<file path="config.mk">
export PLATFORM = sky130hd
export DESIGN_NAME = fixed_block_pool_allocator_unit
export DESIGN_NICKNAME = d
export VERILOG_FILES = /design/src/sv/fbpa_pkg.sv /design/src/sv/fbpa_div.sv /design/src/sv/fbpa_dp.sv /design/src/sv/fbpa_ctrl.sv /design/src/sv/fixed_block_pool_allocator_unit.sv
export VERILOG_INCLUDE_DIRS = /design/src /design/src/sv
export SDC_FILE = /design/constraint.sdc
export NUM_CORES = 2
export LEC_CHECK = 0
export BUFFER_PORTS_ARGS = -buffer_cell sky130_fd_sc_hd__buf_2
export CAP_MARGIN = 10
export CORE_MARGIN = 5
export CORE_UTILIZATION = 31
export DETAILED_ROUTE_END_ITERATION = 10
export RECOVER_POWER = 100
export SYNTH_ARGS = -nofsm -noshare
export SYNTH_HDL_FRONTEND = slang
export SYNTH_SLANG_ARGS = --single-unit
</file>
<file path="constraint.sdc">
create_clock -name clk -period 10.2 [get_ports clk]
set_input_delay 2.04 -clock clk [delete_from_list [all_inputs] [get_ports clk]]
set_output_delay 2.04 -clock clk [all_outputs]
set_load 0.01 [all_outputs]
</file>
<file path="src/sv/assert_macros.svh">
// Assertion macros shared by the allocator RTL.
// Each macro expands to one labeled concurrent assertion clocked on a rising edge.
`ifndef ASSERT_MACROS_SVH
`define ASSERT_MACROS_SVH

// Property that holds at every edge outside reset.
`define ASSERT_ALWAYS(lbl, clk_s, rstn_s, expr, msg) \
	lbl: assert property (@(posedge clk_s) disable iff (!rstn_s) (expr)) \
		else $error(msg);

// Antecedent in one cycle implies consequent in the next.
`define ASSERT_NEXT(lbl, clk_s, rstn_s, ante, cons, msg) \
	lbl: assert property (@(posedge clk_s) disable iff (!rstn_s) (ante) |=> (cons)) \
		else $error(msg);

`endif

</file>
<file path="src/sv/fbpa_pkg.sv">
// Shared types and constants of the fixed block pool allocator.
// Used by the controller, the datapath, the divider and the top level.
package fbpa_pkg;

	localparam int ADDR_W     = 32;
	localparam int SIZE_W     = 17;
	localparam int BCNT_W     = 9;
	localparam int CFG_W      = 32;
	localparam int CFG_IDX_W  = 2;
	localparam int STATUS_W   = 3;
	localparam int IN_TDATA_W = 32;
	localparam int OUT_FLD_W  = STATUS_W + ADDR_W + 2 * BCNT_W;
	localparam int OUT_TDATA_W = ((OUT_FLD_W + 7) / 8) * 8;
	localparam int OUT_PAD_W  = OUT_TDATA_W - OUT_FLD_W;

	localparam logic [CFG_IDX_W-1:0] CFG_POOL_BASE   = 2'd0;
	localparam logic [CFG_IDX_W-1:0] CFG_BLOCK_SIZE  = 2'd1;
	localparam logic [CFG_IDX_W-1:0] CFG_BLOCK_COUNT = 2'd2;

	localparam logic OP_ALLOC = 1'b0;
	localparam logic OP_FREE  = 1'b1;

	typedef enum logic [STATUS_W-1:0] {
		ST_OK       = 3'd0,
		ST_EMPTY    = 3'd1,
		ST_NULL     = 3'd2,
		ST_RANGE    = 3'd3,
		ST_MISALIGN = 3'd4,
		ST_NOT_USED = 3'd5
	} status_t;

	// controller -> datapath
	typedef struct packed {
		logic    take_in;
		logic    stack_rd;
		logic    mul_alloc;
		logic    mul_range;
		logic    div_start;
		logic    map_rd;
		logic    commit_pop;
		logic    commit_push;
		logic    load_out;
		status_t status;
	} dp_cmd_t;

	// datapath -> controller
	typedef struct packed {
		logic top_zero;
		logic addr_null;
		logic out_range;
		logic div_done;
		logic misaligned;
		logic in_use;
	} dp_stat_t;

endpackage

</file>
<file path="src/sv/fbpa_div.sv">
// Radix-2 restoring divider: one quotient bit per cycle.
// Depends on fbpa_pkg for the address and block size widths.
module fbpa_div (
	input  logic                        clk,
	input  logic                        arst_n,
	input  logic                        start,
	input  logic [fbpa_pkg::ADDR_W-1:0] dividend,
	input  logic [fbpa_pkg::SIZE_W-1:0] divisor,
	output logic                        done,
	output logic [fbpa_pkg::ADDR_W-1:0] quotient,
	output logic [fbpa_pkg::SIZE_W-1:0] remainder
);
	import fbpa_pkg::*;

	localparam int CNT_W = $clog2(ADDR_W + 1);

	logic [SIZE_W-1:0] rem_q;
	logic [ADDR_W-1:0] quo_q;
	logic [SIZE_W-1:0] dvs_q;
	logic [CNT_W-1:0]  cnt_q;
	logic              busy_q;
	logic              done_q;
	logic [SIZE_W:0]   shifted;
	logic [SIZE_W:0]   diff;
	logic              fits;

	assign shifted = {rem_q, quo_q[ADDR_W-1]};
	assign diff    = shifted - {1'b0, dvs_q};
	assign fits    = shifted >= {1'b0, dvs_q};

	always_ff @(posedge clk or negedge arst_n) begin
		if (!arst_n) begin
			busy_q <= 1'b0;
			done_q <= 1'b0;
			cnt_q  <= '0;
		end else begin
			done_q <= 1'b0;
			if (start) begin
				busy_q <= 1'b1;
				cnt_q  <= CNT_W'(ADDR_W);
			end else if (busy_q) begin
				cnt_q <= cnt_q - CNT_W'(1);
				if (cnt_q == CNT_W'(1)) begin
					busy_q <= 1'b0;
					done_q <= 1'b1;
				end
			end
		end
	end

	always_ff @(posedge clk) begin
		if (start) begin
			rem_q <= '0;
			quo_q <= dividend;
			dvs_q <= divisor;
		end else if (busy_q) begin
			rem_q <= fits ? diff[SIZE_W-1:0] : shifted[SIZE_W-1:0];
			quo_q <= {quo_q[ADDR_W-2:0], fits};
		end
	end

	assign done      = done_q;
	assign quotient  = quo_q;
	assign remainder = rem_q;

endmodule

</file>
<file path="src/sv/fbpa_dp.sv">
// Allocator datapath: configuration registers, free stack and in-use map memories,
// counters, multiplier, range check and output register. Uses fbpa_pkg and fbpa_div.
`include "assert_macros.svh"
module fbpa_dp #(
	parameter int MAX_BLOCKS = 256,
	parameter int ADDR_BITS  = 32
) (
	input  logic                           clk,
	input  logic                           arst_n,
	input  logic                           cfg_we,
	input  logic [fbpa_pkg::CFG_IDX_W-1:0] cfg_index,
	input  logic [fbpa_pkg::CFG_W-1:0]     cfg_wdata,
	input  logic [fbpa_pkg::ADDR_W-1:0]    in_addr,
	input  fbpa_pkg::dp_cmd_t              cmd,
	output fbpa_pkg::dp_stat_t             stat,
	output logic [fbpa_pkg::STATUS_W-1:0]  out_status,
	output logic [fbpa_pkg::ADDR_W-1:0]    out_address,
	output logic [fbpa_pkg::BCNT_W-1:0]    out_free,
	output logic [fbpa_pkg::BCNT_W-1:0]    out_used
);
	import fbpa_pkg::*;

	localparam int IW   = $clog2(MAX_BLOCKS);
	localparam int CW   = $clog2(MAX_BLOCKS + 1);
	localparam int PW   = CW + SIZE_W;
	localparam int CMPW = (PW > ADDR_W) ? PW : ADDR_W;
	localparam int SUMW = CMPW + 1;
	localparam logic [63:0] AMASK = (ADDR_BITS >= 64) ? 64'hFFFF_FFFF_FFFF_FFFF :
		((64'd1 << ADDR_BITS) - 64'd1);

	function automatic logic [CW-1:0] eff_count(input logic [BCNT_W-1:0] bc);
		if (bc == '0)
			eff_count = CW'(1);
		else if (32'(bc) > 32'(MAX_BLOCKS))
			eff_count = CW'(MAX_BLOCKS);
		else
			eff_count = CW'(bc);
	endfunction

	logic [ADDR_W-1:0] base_q;
	logic [SIZE_W-1:0] size_q;
	logic [BCNT_W-1:0] bcnt_q;
	logic [SIZE_W-1:0] size_eff;
	logic [CW-1:0]     cnt_eff;

	logic [CW-1:0]     top_q;
	logic [CW-1:0]     low_q;
	logic [CW-1:0]     alloc_q;
	logic [CW-1:0]     top_nx;
	logic [CW-1:0]     alloc_nx;
	logic [CW-1:0]     pos_c;

	logic [IW-1:0]     stack_mem [MAX_BLOCKS];
	logic              map_mem [MAX_BLOCKS];
	logic [IW-1:0]     stk_rd_q;
	logic              map_rd_q;

	logic [ADDR_W-1:0] addr_q;
	logic [IW-1:0]     idx_q;
	logic [IW-1:0]     idx_alloc;
	logic [IW-1:0]     div_idx;
	logic [CW-1:0]     mul_a;
	logic [PW-1:0]     prod_q;
	logic [ADDR_W-1:0] offset;
	logic [SUMW-1:0]   addr_sum;
	logic [ADDR_W-1:0] addr_calc;

	logic              div_done;
	logic [ADDR_W-1:0] div_quo;
	logic [SIZE_W-1:0] div_rem;

	logic [STATUS_W-1:0] out_status_q;
	logic [ADDR_W-1:0]   out_addr_q;
	logic [BCNT_W-1:0]   out_free_q;
	logic [BCNT_W-1:0]   out_used_q;
	logic [CW:0]         bal_sum;

	assign size_eff = (size_q == '0) ? SIZE_W'(1) : size_q;
	assign cnt_eff  = eff_count(bcnt_q);

	// Configuration; a block count write re-initializes the pool counters.
	always_ff @(posedge clk or negedge arst_n) begin
		if (!arst_n) begin
			base_q <= ADDR_W'(4096);
			size_q <= SIZE_W'(64);
			bcnt_q <= BCNT_W'(256);
		end else if (cfg_we) begin
			unique case (cfg_index)
				CFG_POOL_BASE:   base_q <= cfg_wdata[ADDR_W-1:0];
				CFG_BLOCK_SIZE:  size_q <= cfg_wdata[SIZE_W-1:0];
				CFG_BLOCK_COUNT: bcnt_q <= cfg_wdata[BCNT_W-1:0];
				default: ;
			endcase
		end
	end

	always_comb begin
		top_nx   = top_q;
		alloc_nx = alloc_q;
		if (cmd.commit_pop) begin
			top_nx   = top_q - CW'(1);
			alloc_nx = alloc_q + CW'(1);
		end else if (cmd.commit_push) begin
			if (top_q < CW'(MAX_BLOCKS))
				top_nx = top_q + CW'(1);
			if (alloc_q != '0)
				alloc_nx = alloc_q - CW'(1);
		end
	end

	// low_q is the lowest stack top since init. Stack slots and map bits at or
	// above it have been written; below it they still hold their init values.
	always_ff @(posedge clk or negedge arst_n) begin
		if (!arst_n) begin
			top_q   <= eff_count(BCNT_W'(256));
			low_q   <= eff_count(BCNT_W'(256));
			alloc_q <= '0;
		end else if (cfg_we && cfg_index == CFG_BLOCK_COUNT) begin
			top_q   <= eff_count(cfg_wdata[BCNT_W-1:0]);
			low_q   <= eff_count(cfg_wdata[BCNT_W-1:0]);
			alloc_q <= '0;
		end else begin
			top_q   <= top_nx;
			alloc_q <= alloc_nx;
			if (cmd.commit_pop && top_nx < low_q)
				low_q <= top_nx;
		end
	end

	assign pos_c = top_q - CW'(1);

	always_ff @(posedge clk) begin
		if (cmd.commit_push && top_q < CW'(MAX_BLOCKS))
			stack_mem[IW'(top_q)] <= idx_q;
		if (cmd.stack_rd)
			stk_rd_q <= stack_mem[IW'(pos_c)];
	end

	assign div_idx = div_quo[IW-1:0];

	always_ff @(posedge clk) begin
		if (cmd.commit_pop || cmd.commit_push)
			map_mem[idx_q] <= cmd.commit_pop;
		if (cmd.map_rd)
			map_rd_q <= map_mem[div_idx];
	end

	assign idx_alloc = (pos_c < low_q) ? IW'(pos_c) : stk_rd_q;
	assign mul_a     = cmd.mul_alloc ? CW'(idx_alloc) : cnt_eff;

	always_ff @(posedge clk) begin
		if (cmd.take_in)
			addr_q <= in_addr;
		if (cmd.mul_alloc || cmd.mul_range)
			prod_q <= PW'(mul_a) * PW'(size_eff);
		if (cmd.mul_alloc)
			idx_q <= idx_alloc;
		else if (cmd.map_rd)
			idx_q <= div_idx;
	end

	assign offset = addr_q - base_q;

	fbpa_div u_div (
		.clk       (clk),
		.arst_n    (arst_n),
		.start     (cmd.div_start),
		.dividend  (offset),
		.divisor   (size_eff),
		.done      (div_done),
		.quotient  (div_quo),
		.remainder (div_rem)
	);

	always_comb begin
		stat.top_zero   = top_q == '0;
		stat.addr_null  = addr_q == '0;
		stat.out_range  = (addr_q < base_q) || (CMPW'(offset) >= CMPW'(prod_q));
		stat.div_done   = div_done;
		stat.misaligned = div_rem != '0;
		stat.in_use     = map_rd_q && (CW'(idx_q) >= low_q);
	end

	assign addr_sum  = SUMW'(base_q) + SUMW'(prod_q);
	assign addr_calc = addr_sum[ADDR_W-1:0] & AMASK[ADDR_W-1:0];

	always_ff @(posedge clk) begin
		if (cmd.load_out) begin
			out_status_q <= cmd.status;
			out_addr_q   <= cmd.commit_pop ? addr_calc : '0;
			out_free_q   <= BCNT_W'(top_nx);
			out_used_q   <= BCNT_W'(alloc_nx);
		end
	end

	assign out_status  = out_status_q;
	assign out_address = out_addr_q;
	assign out_free    = out_free_q;
	assign out_used    = out_used_q;

	assign bal_sum = (CW + 1)'(top_q) + (CW + 1)'(alloc_q);

	`ASSERT_ALWAYS(a_count_balance, clk, arst_n, bal_sum == (CW + 1)'(cnt_eff), "free plus used differs from block count")
	`ASSERT_ALWAYS(a_low_water, clk, arst_n, low_q <= top_q, "low-water mark above stack top")

endmodule

</file>
<file path="src/sv/fbpa_ctrl.sv">
// Allocator controller: sequences allocate and free requests over the datapath
// and owns the input and output handshakes. Uses fbpa_pkg.
`include "assert_macros.svh"
module fbpa_ctrl (
	input  logic               clk,
	input  logic               arst_n,
	input  logic               s_tvalid,
	output logic               s_tready,
	input  logic               opcode,
	output logic               m_tvalid,
	input  logic               m_tready,
	output fbpa_pkg::dp_cmd_t  cmd,
	input  fbpa_pkg::dp_stat_t stat
);
	import fbpa_pkg::*;

	typedef enum logic [7:0] {
		S_IDLE      = 8'b0000_0001,
		S_ALLOC_RD  = 8'b0000_0010,
		S_ALLOC_MUL = 8'b0000_0100,
		S_FREE_MUL  = 8'b0000_1000,
		S_FREE_CHK  = 8'b0001_0000,
		S_FREE_DIV  = 8'b0010_0000,
		S_FREE_MAP  = 8'b0100_0000,
		S_FIN       = 8'b1000_0000
	} state_t;

	state_t  state_q, state_d;
	status_t status_q, status_d;
	logic    op_q;
	logic    m_tvalid_q;

	always_comb begin
		state_d    = state_q;
		status_d   = status_q;
		cmd        = '0;
		cmd.status = status_q;
		s_tready   = state_q == S_IDLE;
		unique case (state_q)
			S_IDLE: begin
				if (s_tvalid) begin
					cmd.take_in = 1'b1;
					state_d = (opcode == OP_FREE) ? S_FREE_MUL : S_ALLOC_RD;
				end
			end
			S_ALLOC_RD: begin
				if (stat.top_zero) begin
					status_d = ST_EMPTY;
					state_d  = S_FIN;
				end else begin
					cmd.stack_rd = 1'b1;
					state_d      = S_ALLOC_MUL;
				end
			end
			S_ALLOC_MUL: begin
				cmd.mul_alloc = 1'b1;
				status_d      = ST_OK;
				state_d       = S_FIN;
			end
			S_FREE_MUL: begin
				cmd.mul_range = 1'b1;
				state_d       = S_FREE_CHK;
			end
			S_FREE_CHK: begin
				if (stat.addr_null) begin
					status_d = ST_NULL;
					state_d  = S_FIN;
				end else if (stat.out_range) begin
					status_d = ST_RANGE;
					state_d  = S_FIN;
				end else begin
					cmd.div_start = 1'b1;
					state_d       = S_FREE_DIV;
				end
			end
			S_FREE_DIV: begin
				if (stat.div_done) begin
					if (stat.misaligned) begin
						status_d = ST_MISALIGN;
						state_d  = S_FIN;
					end else begin
						cmd.map_rd = 1'b1;
						state_d    = S_FREE_MAP;
					end
				end
			end
			S_FREE_MAP: begin
				status_d = stat.in_use ? ST_OK : ST_NOT_USED;
				state_d  = S_FIN;
			end
			S_FIN: begin
				// hold until the output register is free, then commit and load
				if (!m_tvalid_q || m_tready) begin
					cmd.load_out    = 1'b1;
					cmd.commit_pop  = (status_q == ST_OK) && (op_q == OP_ALLOC);
					cmd.commit_push = (status_q == ST_OK) && (op_q == OP_FREE);
					state_d         = S_IDLE;
				end
			end
			default: state_d = S_IDLE;
		endcase
	end

	always_ff @(posedge clk or negedge arst_n) begin
		if (!arst_n) begin
			state_q    <= S_IDLE;
			status_q   <= ST_OK;
			op_q       <= OP_ALLOC;
			m_tvalid_q <= 1'b0;
		end else begin
			state_q  <= state_d;
			status_q <= status_d;
			if (cmd.take_in)
				op_q <= opcode;
			if (cmd.load_out)
				m_tvalid_q <= 1'b1;
			else if (m_tready)
				m_tvalid_q <= 1'b0;
		end
	end

	assign m_tvalid = m_tvalid_q;

	`ASSERT_NEXT(a_one_in_flight, clk, arst_n, s_tvalid && s_tready, !s_tready, "new transfer taken while a request is in progress")

endmodule

</file>
<file path="src/sv/fixed_block_pool_allocator_unit.sv">
// Fixed block pool allocator: top level joining controller and datapath.
// Depends on fbpa_pkg, fbpa_ctrl, fbpa_dp and fbpa_div.
//
// Usage:
//   Input stream: s_tuser carries the opcode (0 allocate, 1 free), s_tdata the
//   byte address to free. One request is taken at a time; a transfer happens
//   when s_tvalid and s_tready are both high.
//   Output stream: one result per request in m_tdata (status, block address,
//   free and used counts), held in an output register until m_tready.
//   Sequencing: an allocate reads the free stack and forms the block address;
//   on an empty pool it skips both. A free forms the pool span and checks
//   null and range, then runs the 32-step radix-2 divider that forms
//   offset / block_size and, if aligned, reads the in-use map.
//   While the receiver stalls, a finished request waits in its last state and
//   commits only when the output register frees up; the controller then returns
//   to idle and takes the next request.
//   Configuration writes (cfg_we, cfg_index, cfg_wdata) are registered and
//   must be issued while idle. Writing block_count re-initializes the pool in
//   that same cycle: no clearing pass, a low-water mark marks stale entries.
//   Reset: pool_base 4096, block_size 64, block_count 256, all blocks free.
module fixed_block_pool_allocator_unit #(
	parameter int MAX_BLOCKS = 256,
	parameter int ADDR_BITS  = 32
) (
	input  logic                             clk,
	input  logic                             arst_n,
	input  logic                             cfg_we,
	input  logic [fbpa_pkg::CFG_IDX_W-1:0]   cfg_index,
	input  logic [fbpa_pkg::CFG_W-1:0]       cfg_wdata,
	input  logic                             s_tvalid,
	output logic                             s_tready,
	input  logic [fbpa_pkg::IN_TDATA_W-1:0]  s_tdata,   // free_address[31:0]
	input  logic                             s_tuser,   // opcode
	output logic                             m_tvalid,
	input  logic                             m_tready,
	// status[2:0], block_address[34:3], free_blocks[43:35], used_blocks[52:44], zero pad
	output logic [fbpa_pkg::OUT_TDATA_W-1:0] m_tdata
);
	import fbpa_pkg::*;

	dp_cmd_t             cmd;
	dp_stat_t            stat;
	logic [STATUS_W-1:0] out_status;
	logic [ADDR_W-1:0]   out_address;
	logic [BCNT_W-1:0]   out_free;
	logic [BCNT_W-1:0]   out_used;

	fbpa_ctrl u_ctrl (
		.clk      (clk),
		.arst_n   (arst_n),
		.s_tvalid (s_tvalid),
		.s_tready (s_tready),
		.opcode   (s_tuser),
		.m_tvalid (m_tvalid),
		.m_tready (m_tready),
		.cmd      (cmd),
		.stat     (stat)
	);

	fbpa_dp #(
		.MAX_BLOCKS (MAX_BLOCKS),
		.ADDR_BITS  (ADDR_BITS)
	) u_dp (
		.clk         (clk),
		.arst_n      (arst_n),
		.cfg_we      (cfg_we),
		.cfg_index   (cfg_index),
		.cfg_wdata   (cfg_wdata),
		.in_addr     (s_tdata[ADDR_W-1:0]),
		.cmd         (cmd),
		.stat        (stat),
		.out_status  (out_status),
		.out_address (out_address),
		.out_free    (out_free),
		.out_used    (out_used)
	);

	assign m_tdata = {{OUT_PAD_W{1'b0}}, out_used, out_free, out_address, out_status};

endmodule

</file>
# Word-level counts from Yosys, hierarchy flattened
# Memories as Yosys holds them, arrays and structs flattened. A register that Yosys moved wholly into a read port is not among the register bits.
# Cells that the tools add are included.
# classes
n_addsub,8
multipliers,1
order_cmp,9
eq_ne,17
n_mux,66
n_bitwise,1
n_reduce_logical,31
# op_table
cell,count
$mux 9,15
$mux 8,10
$mux 32,2
$pmux 8 s7,1
$mux 17,2
$add 32x26->32,1
$ge 32x26->1,1
$logic_not 32->1,1
$lt 32x32->1,1
$sub 32x32->32,1
$logic_not 9->1,3
$mul 9x17->26,1
$mux 1,24
$mux 3,8
$add 9x1->9 const B,2
$ge 18x17->1,1
$gt 9x9->1 const B,2
$lt 9x9->1,2
$sub 9x1->9 const B,2
$logic_not 17->1,1
$reduce_bool 17->1,1
$sub 17x17->17,1
$pmux 3 s5,1
$mux 6,2
other kinds (31),47
# word_totals
reg_bits,291
mem_bits_rw,2304
input_bits,72
out_inout_bits,58
n_memories,2
# mem_list
name,depth,word_bits,read_ports,rd_ports_with_merged_regs,wr,line,rtl
u_dp.stack_mem,256,8,1,1,1,fbpa_dp.sv:53,logic [IW-1:0] stack_mem [MAX_BLOCKS];
u_dp.map_mem,256,1,1,1,1,fbpa_dp.sv:54,logic map_mem [MAX_BLOCKS];

# Logic depth before layout (Yosys ltp)
# logic_depth
depth_word,10
depth_mapped,42

# Modules after synthesis
# A second synthesis with hierarchy kept.
# unflattened
cells_unflattened,6331
hier_area_um2,112038.7
# modules_own_cells
module,instances,cells_per_inst,area_each_um2
fbpa_dp,1,5890,107187.8
fbpa_div,1,353,4037.6
fbpa_ctrl,1,84,787.0
fixed_block_pool_allocator_unit,1,4,26.3

# Worst setup path before layout
# No wires, ideal clock.
# synth_path
path_type,input to register
start,in m_tready
end,reg u_dp.low_q[4]
setup_time_ns,0.128
arrival_time_ns,9.266
required_ns,10.072
slack_ns,0.807
stages,15
path_buffers,2
path_cell_list,nor2b_1 > or4_1 > buf_2 > nor2_2 > nand2_1 > inv_2 > clkbuf_1 > a21oi_1 > xnor2_1 > ha_1 > a21o_1 > a211oi_1 > a21oi_1 > a211o_1 > mux2_1
# synth_rtl
element,line,rtl
start: declaration,fixed_block_pool_allocator_unit.sv:35,"input logic m_tready,"
end signal: assignment,fbpa_dp.sv:116,low_q <= eff_count(BCNT_W'(256));
end signal: assignment,fbpa_dp.sv:120,low_q <= eff_count(cfg_wdata[BCNT_W-1:0]);
end signal: assignment,fbpa_dp.sv:126,low_q <= top_nx;
end: declaration,fbpa_dp.sv:47,logic [CW-1:0] low_q;

# Final worst setup path
# layout_path
start,reg u_dp.top_q[3]
end,reg u_dp.prod_q[24] (data pin)
# layout_between
elab_chain_cells,5
# layout_lines
element,line,rtl
start: declaration,fbpa_dp.sv:46,logic [CW-1:0] top_q;
start signal: assignment,fbpa_dp.sv:115,top_q <= eff_count(BCNT_W'(256));
start signal: assignment,fbpa_dp.sv:119,top_q <= eff_count(cfg_wdata[BCNT_W-1:0]);
start signal: assignment,fbpa_dp.sv:123,top_q <= top_nx;
$sub 9x1->9 (*),fbpa_dp.sv:130,assign pos_c = top_q - CW'(1);
$lt 9x9->1,fbpa_dp.sv:148,assign idx_alloc = (pos_c < low_q) ? IW'(pos_c) : stk_rd_q;
$mux 8 (*),fbpa_dp.sv:148,
$mux 9 (*),fbpa_dp.sv:149,assign mul_a = cmd.mul_alloc ? CW'(idx_alloc) : cnt_eff;
$mul 9x17->26 (*),fbpa_dp.sv:155,prod_q <= PW'(mul_a) * PW'(size_eff);
end signal: assignment,fbpa_dp.sv:155,
end: declaration,fbpa_dp.sv:63,logic [PW-1:0] prod_q;
# Mark *: on every way between the ends. The rest lies on a longest branch, timed or not.
# A chain may end at the register's enable or synchronous reset.

==> results.ini <==
[outcome]
violations = max-capacitance violations, max-slew violations
outcome = complete, but fails checks

[setup_path]
r2r_cells = 32
critical_path.max_stage_delay_ns = 0.57
path_class = reg2reg
cp.required_ns = 10.84
start_kind = flop
timing.critical_path.slowest_stage_cell = dfrtp_1
r2r_setup_slack_ns = 0.98
cp_max_fo = 16
crit_top_cell = fa_1
endpoint_kind = flop
worstPathArrival_ns = 9.86

[cts]
clk_pin_slew_ns = 0.06
postCtsHoldBufs = 0
cts_root_buf = clkbuf_16
htreeDepth = 5
cts.sinks = 2604
cts_tree = done
numCtsBuffers = 280
clk-insertion-delay-late_ns = 0.91
cts_resized = 0
postCtsSetupBuffers = 0
cts.path.max_buffers = 4

[yosys]
synth_seq_area_share_pct = 69.2
synth_ff_type = edfxtp_1
syn_area_mm2 = 0.112
synth_area_leaders = edfxtp_1, mux4_2, nor2_1
synth_most_common_cell = edfxtp_1
synth_edf_count = 2481
yosysWarnings = 0
avgSynthCellArea_um2 = 17.7
synth_cell_type_count = 88
synth_top_area_share_pct = 66.5
ys_ff_latch = 2604
synth.top_cells.by_count = edfxtp_1, mux4_2, nor2_1
synthCells = 6316
async_flop_share_pct = 4.07
synth_area_leader_cell = edfxtp_1

[routing]
remaining_drc_errors = 0
met2_length_mm = 141
routedWlPerCell_um = 24.9
first_pass_iters = 6
top_layer = met5
wl_mm = 286
drt_iter0_drc = 5937
drtAntennaViolNets = 0
vias = 58616
met1_length_mm = 117
dr_wl_met3_mm = 20.1
avgViaCountPerCell = 5.11

[placed_design]
dpl.hpwl_mm = 175
gp_congestion = 0.854
portBuffers = 126

[timing]
rsz0062_at_grt = false
maxSlewHeadroom_pct = -523
final_max_slew_viol_count = 2675
worst_pin_slew_ns = 9.35
fmax_mhz = 108
finalHoldViolCount = 0
setup_violations = 0
final.min_clock_period_ns = 9.22
fin_crit_sh_pct = 90.4
finClkSkew_ns = 0.0701
tns_ns = 0

[global_route]
gr-usage-all-layers_pct = 14.9
first_global_vias = 59406
grt-ovfl-total = 0
grt_pass1_wl_mm = 417
grt_max_degree = 205
antenna_found_initial = 11

[die]
die_h_um = 611
initial_utilization_pct = 31.1
io_pins = 130
dieArea_mm2 = 0.373
fp.dieW_um = 611
coreArea_mm2 = 0.359
fp-row-count = 220

[cells_and_area]
drive_gt1_share_pct = 19.0
areaGrowthSynthToFinish_pct = 12.8
fillers = 33683
regArea_mm2 = 0.0775
nets = 6838
multi_input_area_mm2 = 0.0320

[min_path]
min_path_cells = 1
holdCritPathClass = reg2reg

[pwr]
fin_total_pwr_mw = 32.0
power_density_mw_per_mm2 = 253
total_leakage_power_nw = 40.3
peakVddDrop_v = 0.000390

[run]
maxCapViolCount = 48

## layer usage
metal	vias up	global-route usage (%)
met5	-	0
met4	2	4.06
met3	422	2.70
met2	2180	24.8
met1	30966	20.2
li1	25046	-
## worst max-delay path: cells and delay by family (launching register included)
kind	cells	cell delay (ns)
adders and majority gates	6	2.72
and+or+nand+nor	9	2.34
buffers and inverters	4	0.61
xor gates and xnor gates	2	0.25
DFF	1	0.57
AOI/OAI and AO/OA	11	2.51
## placed cells by master (no fill, tap or decap), types with 24 or more instances in the layout
| cell | netlist | final |
|---|---|---|
| and2_1 | 57 | 35 |
| nand2b_1 | 39 | 39 |
| clkbuf_16 | 0 | 285 |
| clkinv_1 | 1 | 52 |
| nor2b_1 | 97 | 97 |
| a31oi_1 | 32 | 32 |
| buf_4 | 11 | 45 |
| clkbuf_1 | 249 | 182 |
| nor2_1 | 669 | 670 |
| nand4_1 | 27 | 27 |
| mux2_1 | 7 | 26 |
| o21ai_0 | 101 | 106 |
| dfrtp_1 | 100 | 99 |
| xnor2_1 | 59 | 59 |
| and2_0 | 2 | 24 |
| nand3_1 | 65 | 66 |
| a21oi_1 | 134 | 134 |
| and3_1 | 30 | 30 |
| buf_2 | 84 | 59 |
| or3_1 | 24 | 24 |
| a21o_1 | 34 | 34 |
| inv_1 | 260 | 260 |
| ha_1 | 179 | 178 |
| edfxtp_1 | 2481 | 2481 |
| a211oi_1 | 67 | 67 |
| nor4_1 | 23 | 25 |
| fa_1 | 109 | 109 |
| xor2_1 | 40 | 35 |
| nor3_1 | 35 | 35 |
| mux4_2 | 724 | 724 |
| nand2_1 | 302 | 301 |
| clkinv_2 | 0 | 45 |
## cell type report
| cell class | count | area share, % |
|---|---|---|
| Tap cell | 4773 | 4.73 |
| Timing Repair Buffer | 236 | 0.998 |
| Clock buffer | 353 | 5.88 |
| Sequential cell | 2604 | 61.4 |
| Antenna cell | 2 | 0.00396 |
| Multi-Input combinational cell | 3092 | 25.3 |
| Clock inverter | 146 | 0.940 |
| Inverter | 264 | 0.785 |
## cells by family (layout without fill, tap and decap cells)
kind of cell | after synthesis | count (layout) | share of synthesized area (%)
flops | 2604 | 2604 | 69.2
simple gates | 1412 | 1412 | 5.69
mux | 787 | 787 | 15.2
buf+inv | 622 | 999 | 2.23
compound gates | 502 | 502 | 2.87
fa+ha+maj | 288 | 288 | 3.95
xor+xnor | 100 | 100 | 0.789
other cells | 1 | 5 | 0.00335
## state kept, by name (all words and copies together), names as in the netlist, 3 cells and up
| signal | flops |
|---|---|
| u_dp.map_mem | 256 |
| u_dp.prod_q | 26 |
| u_dp.top_q | 9 |
| u_dp.out_address | 32 |
| u_dp.out_used | 9 |
| u_dp.stack_mem | 2048 |
| u_dp.u_div.cnt_q | 6 |
| u_ctrl.state_q | 8 |
| u_dp.u_div.remainder | 17 |
| u_dp.low_q | 9 |
| u_dp.bcnt_q | 9 |
| u_dp.size_q | 17 |
| u_dp.addr_q | 32 |
| u_dp.out_free | 9 |
| u_dp.u_div.quotient | 32 |
| u_dp.base_q | 32 |
| u_dp.stk_rd_q | 8 |
| u_dp.u_div.dvs_q | 17 |
| u_ctrl.status_q | 3 |
| u_dp.out_status | 3 |
| u_dp.idx_q | 8 |
| u_dp.alloc_q | 9 |
## power by group
part / switching, mW / leakage (nW) / total, mW / internal (mW)
clock: 4.20 / 4.19 / 9.65 / 5.45
sequential: 0.184 / 23.8 / 12.1 / 11.9
combinational: 5.78 / 12.3 / 10.2 / 4.42
## path summary, 6_finish.rpt
check / startpoint / to
worst max register to register: u_dp.top_q[3]$_DFF_PN0_ / u_dp.prod_q[24]$_DFFE_PP_
worst min register to register: u_dp.low_q[4]$_DFFE_PN0P_ / u_dp.low_q[4]$_DFFE_PN0P_
max in group asynchronous: arst_n / u_dp.top_q[0]$_DFF_PN0_
worst max-delay path: u_dp.top_q[3]$_DFF_PN0_ / u_dp.prod_q[24]$_DFFE_PP_
worst min-delay path: u_dp.low_q[4]$_DFFE_PN0P_ / u_dp.low_q[4]$_DFFE_PN0P_
min in group asynchronous: arst_n / u_dp.base_q[14]$_DFFE_PN0P_
## per-stage QoR
stage / worst slack (ns) / util, % / instances / instance area [um2] / hold slack, ns
2_1_floorplan: 0.807 / - / 6318 / 112000 / 0.439
3_3_place_gp: 1.40 / 32.9 / 10968 / 118000 / 0.480
3_5_place_dp: 1.24 / 32.9 / 10968 / 118000 / 0.488
4_1_cts: 1.29 / 35.3 / 11467 / 127000 / 0.502
5_1_grt: 0.354 / 35.1 / 11469 / 126000 / 0.507
6_report: 0.983 / 35.1 / 11470 / 126000 / 0.495
(Power assumes the default switching activity.)
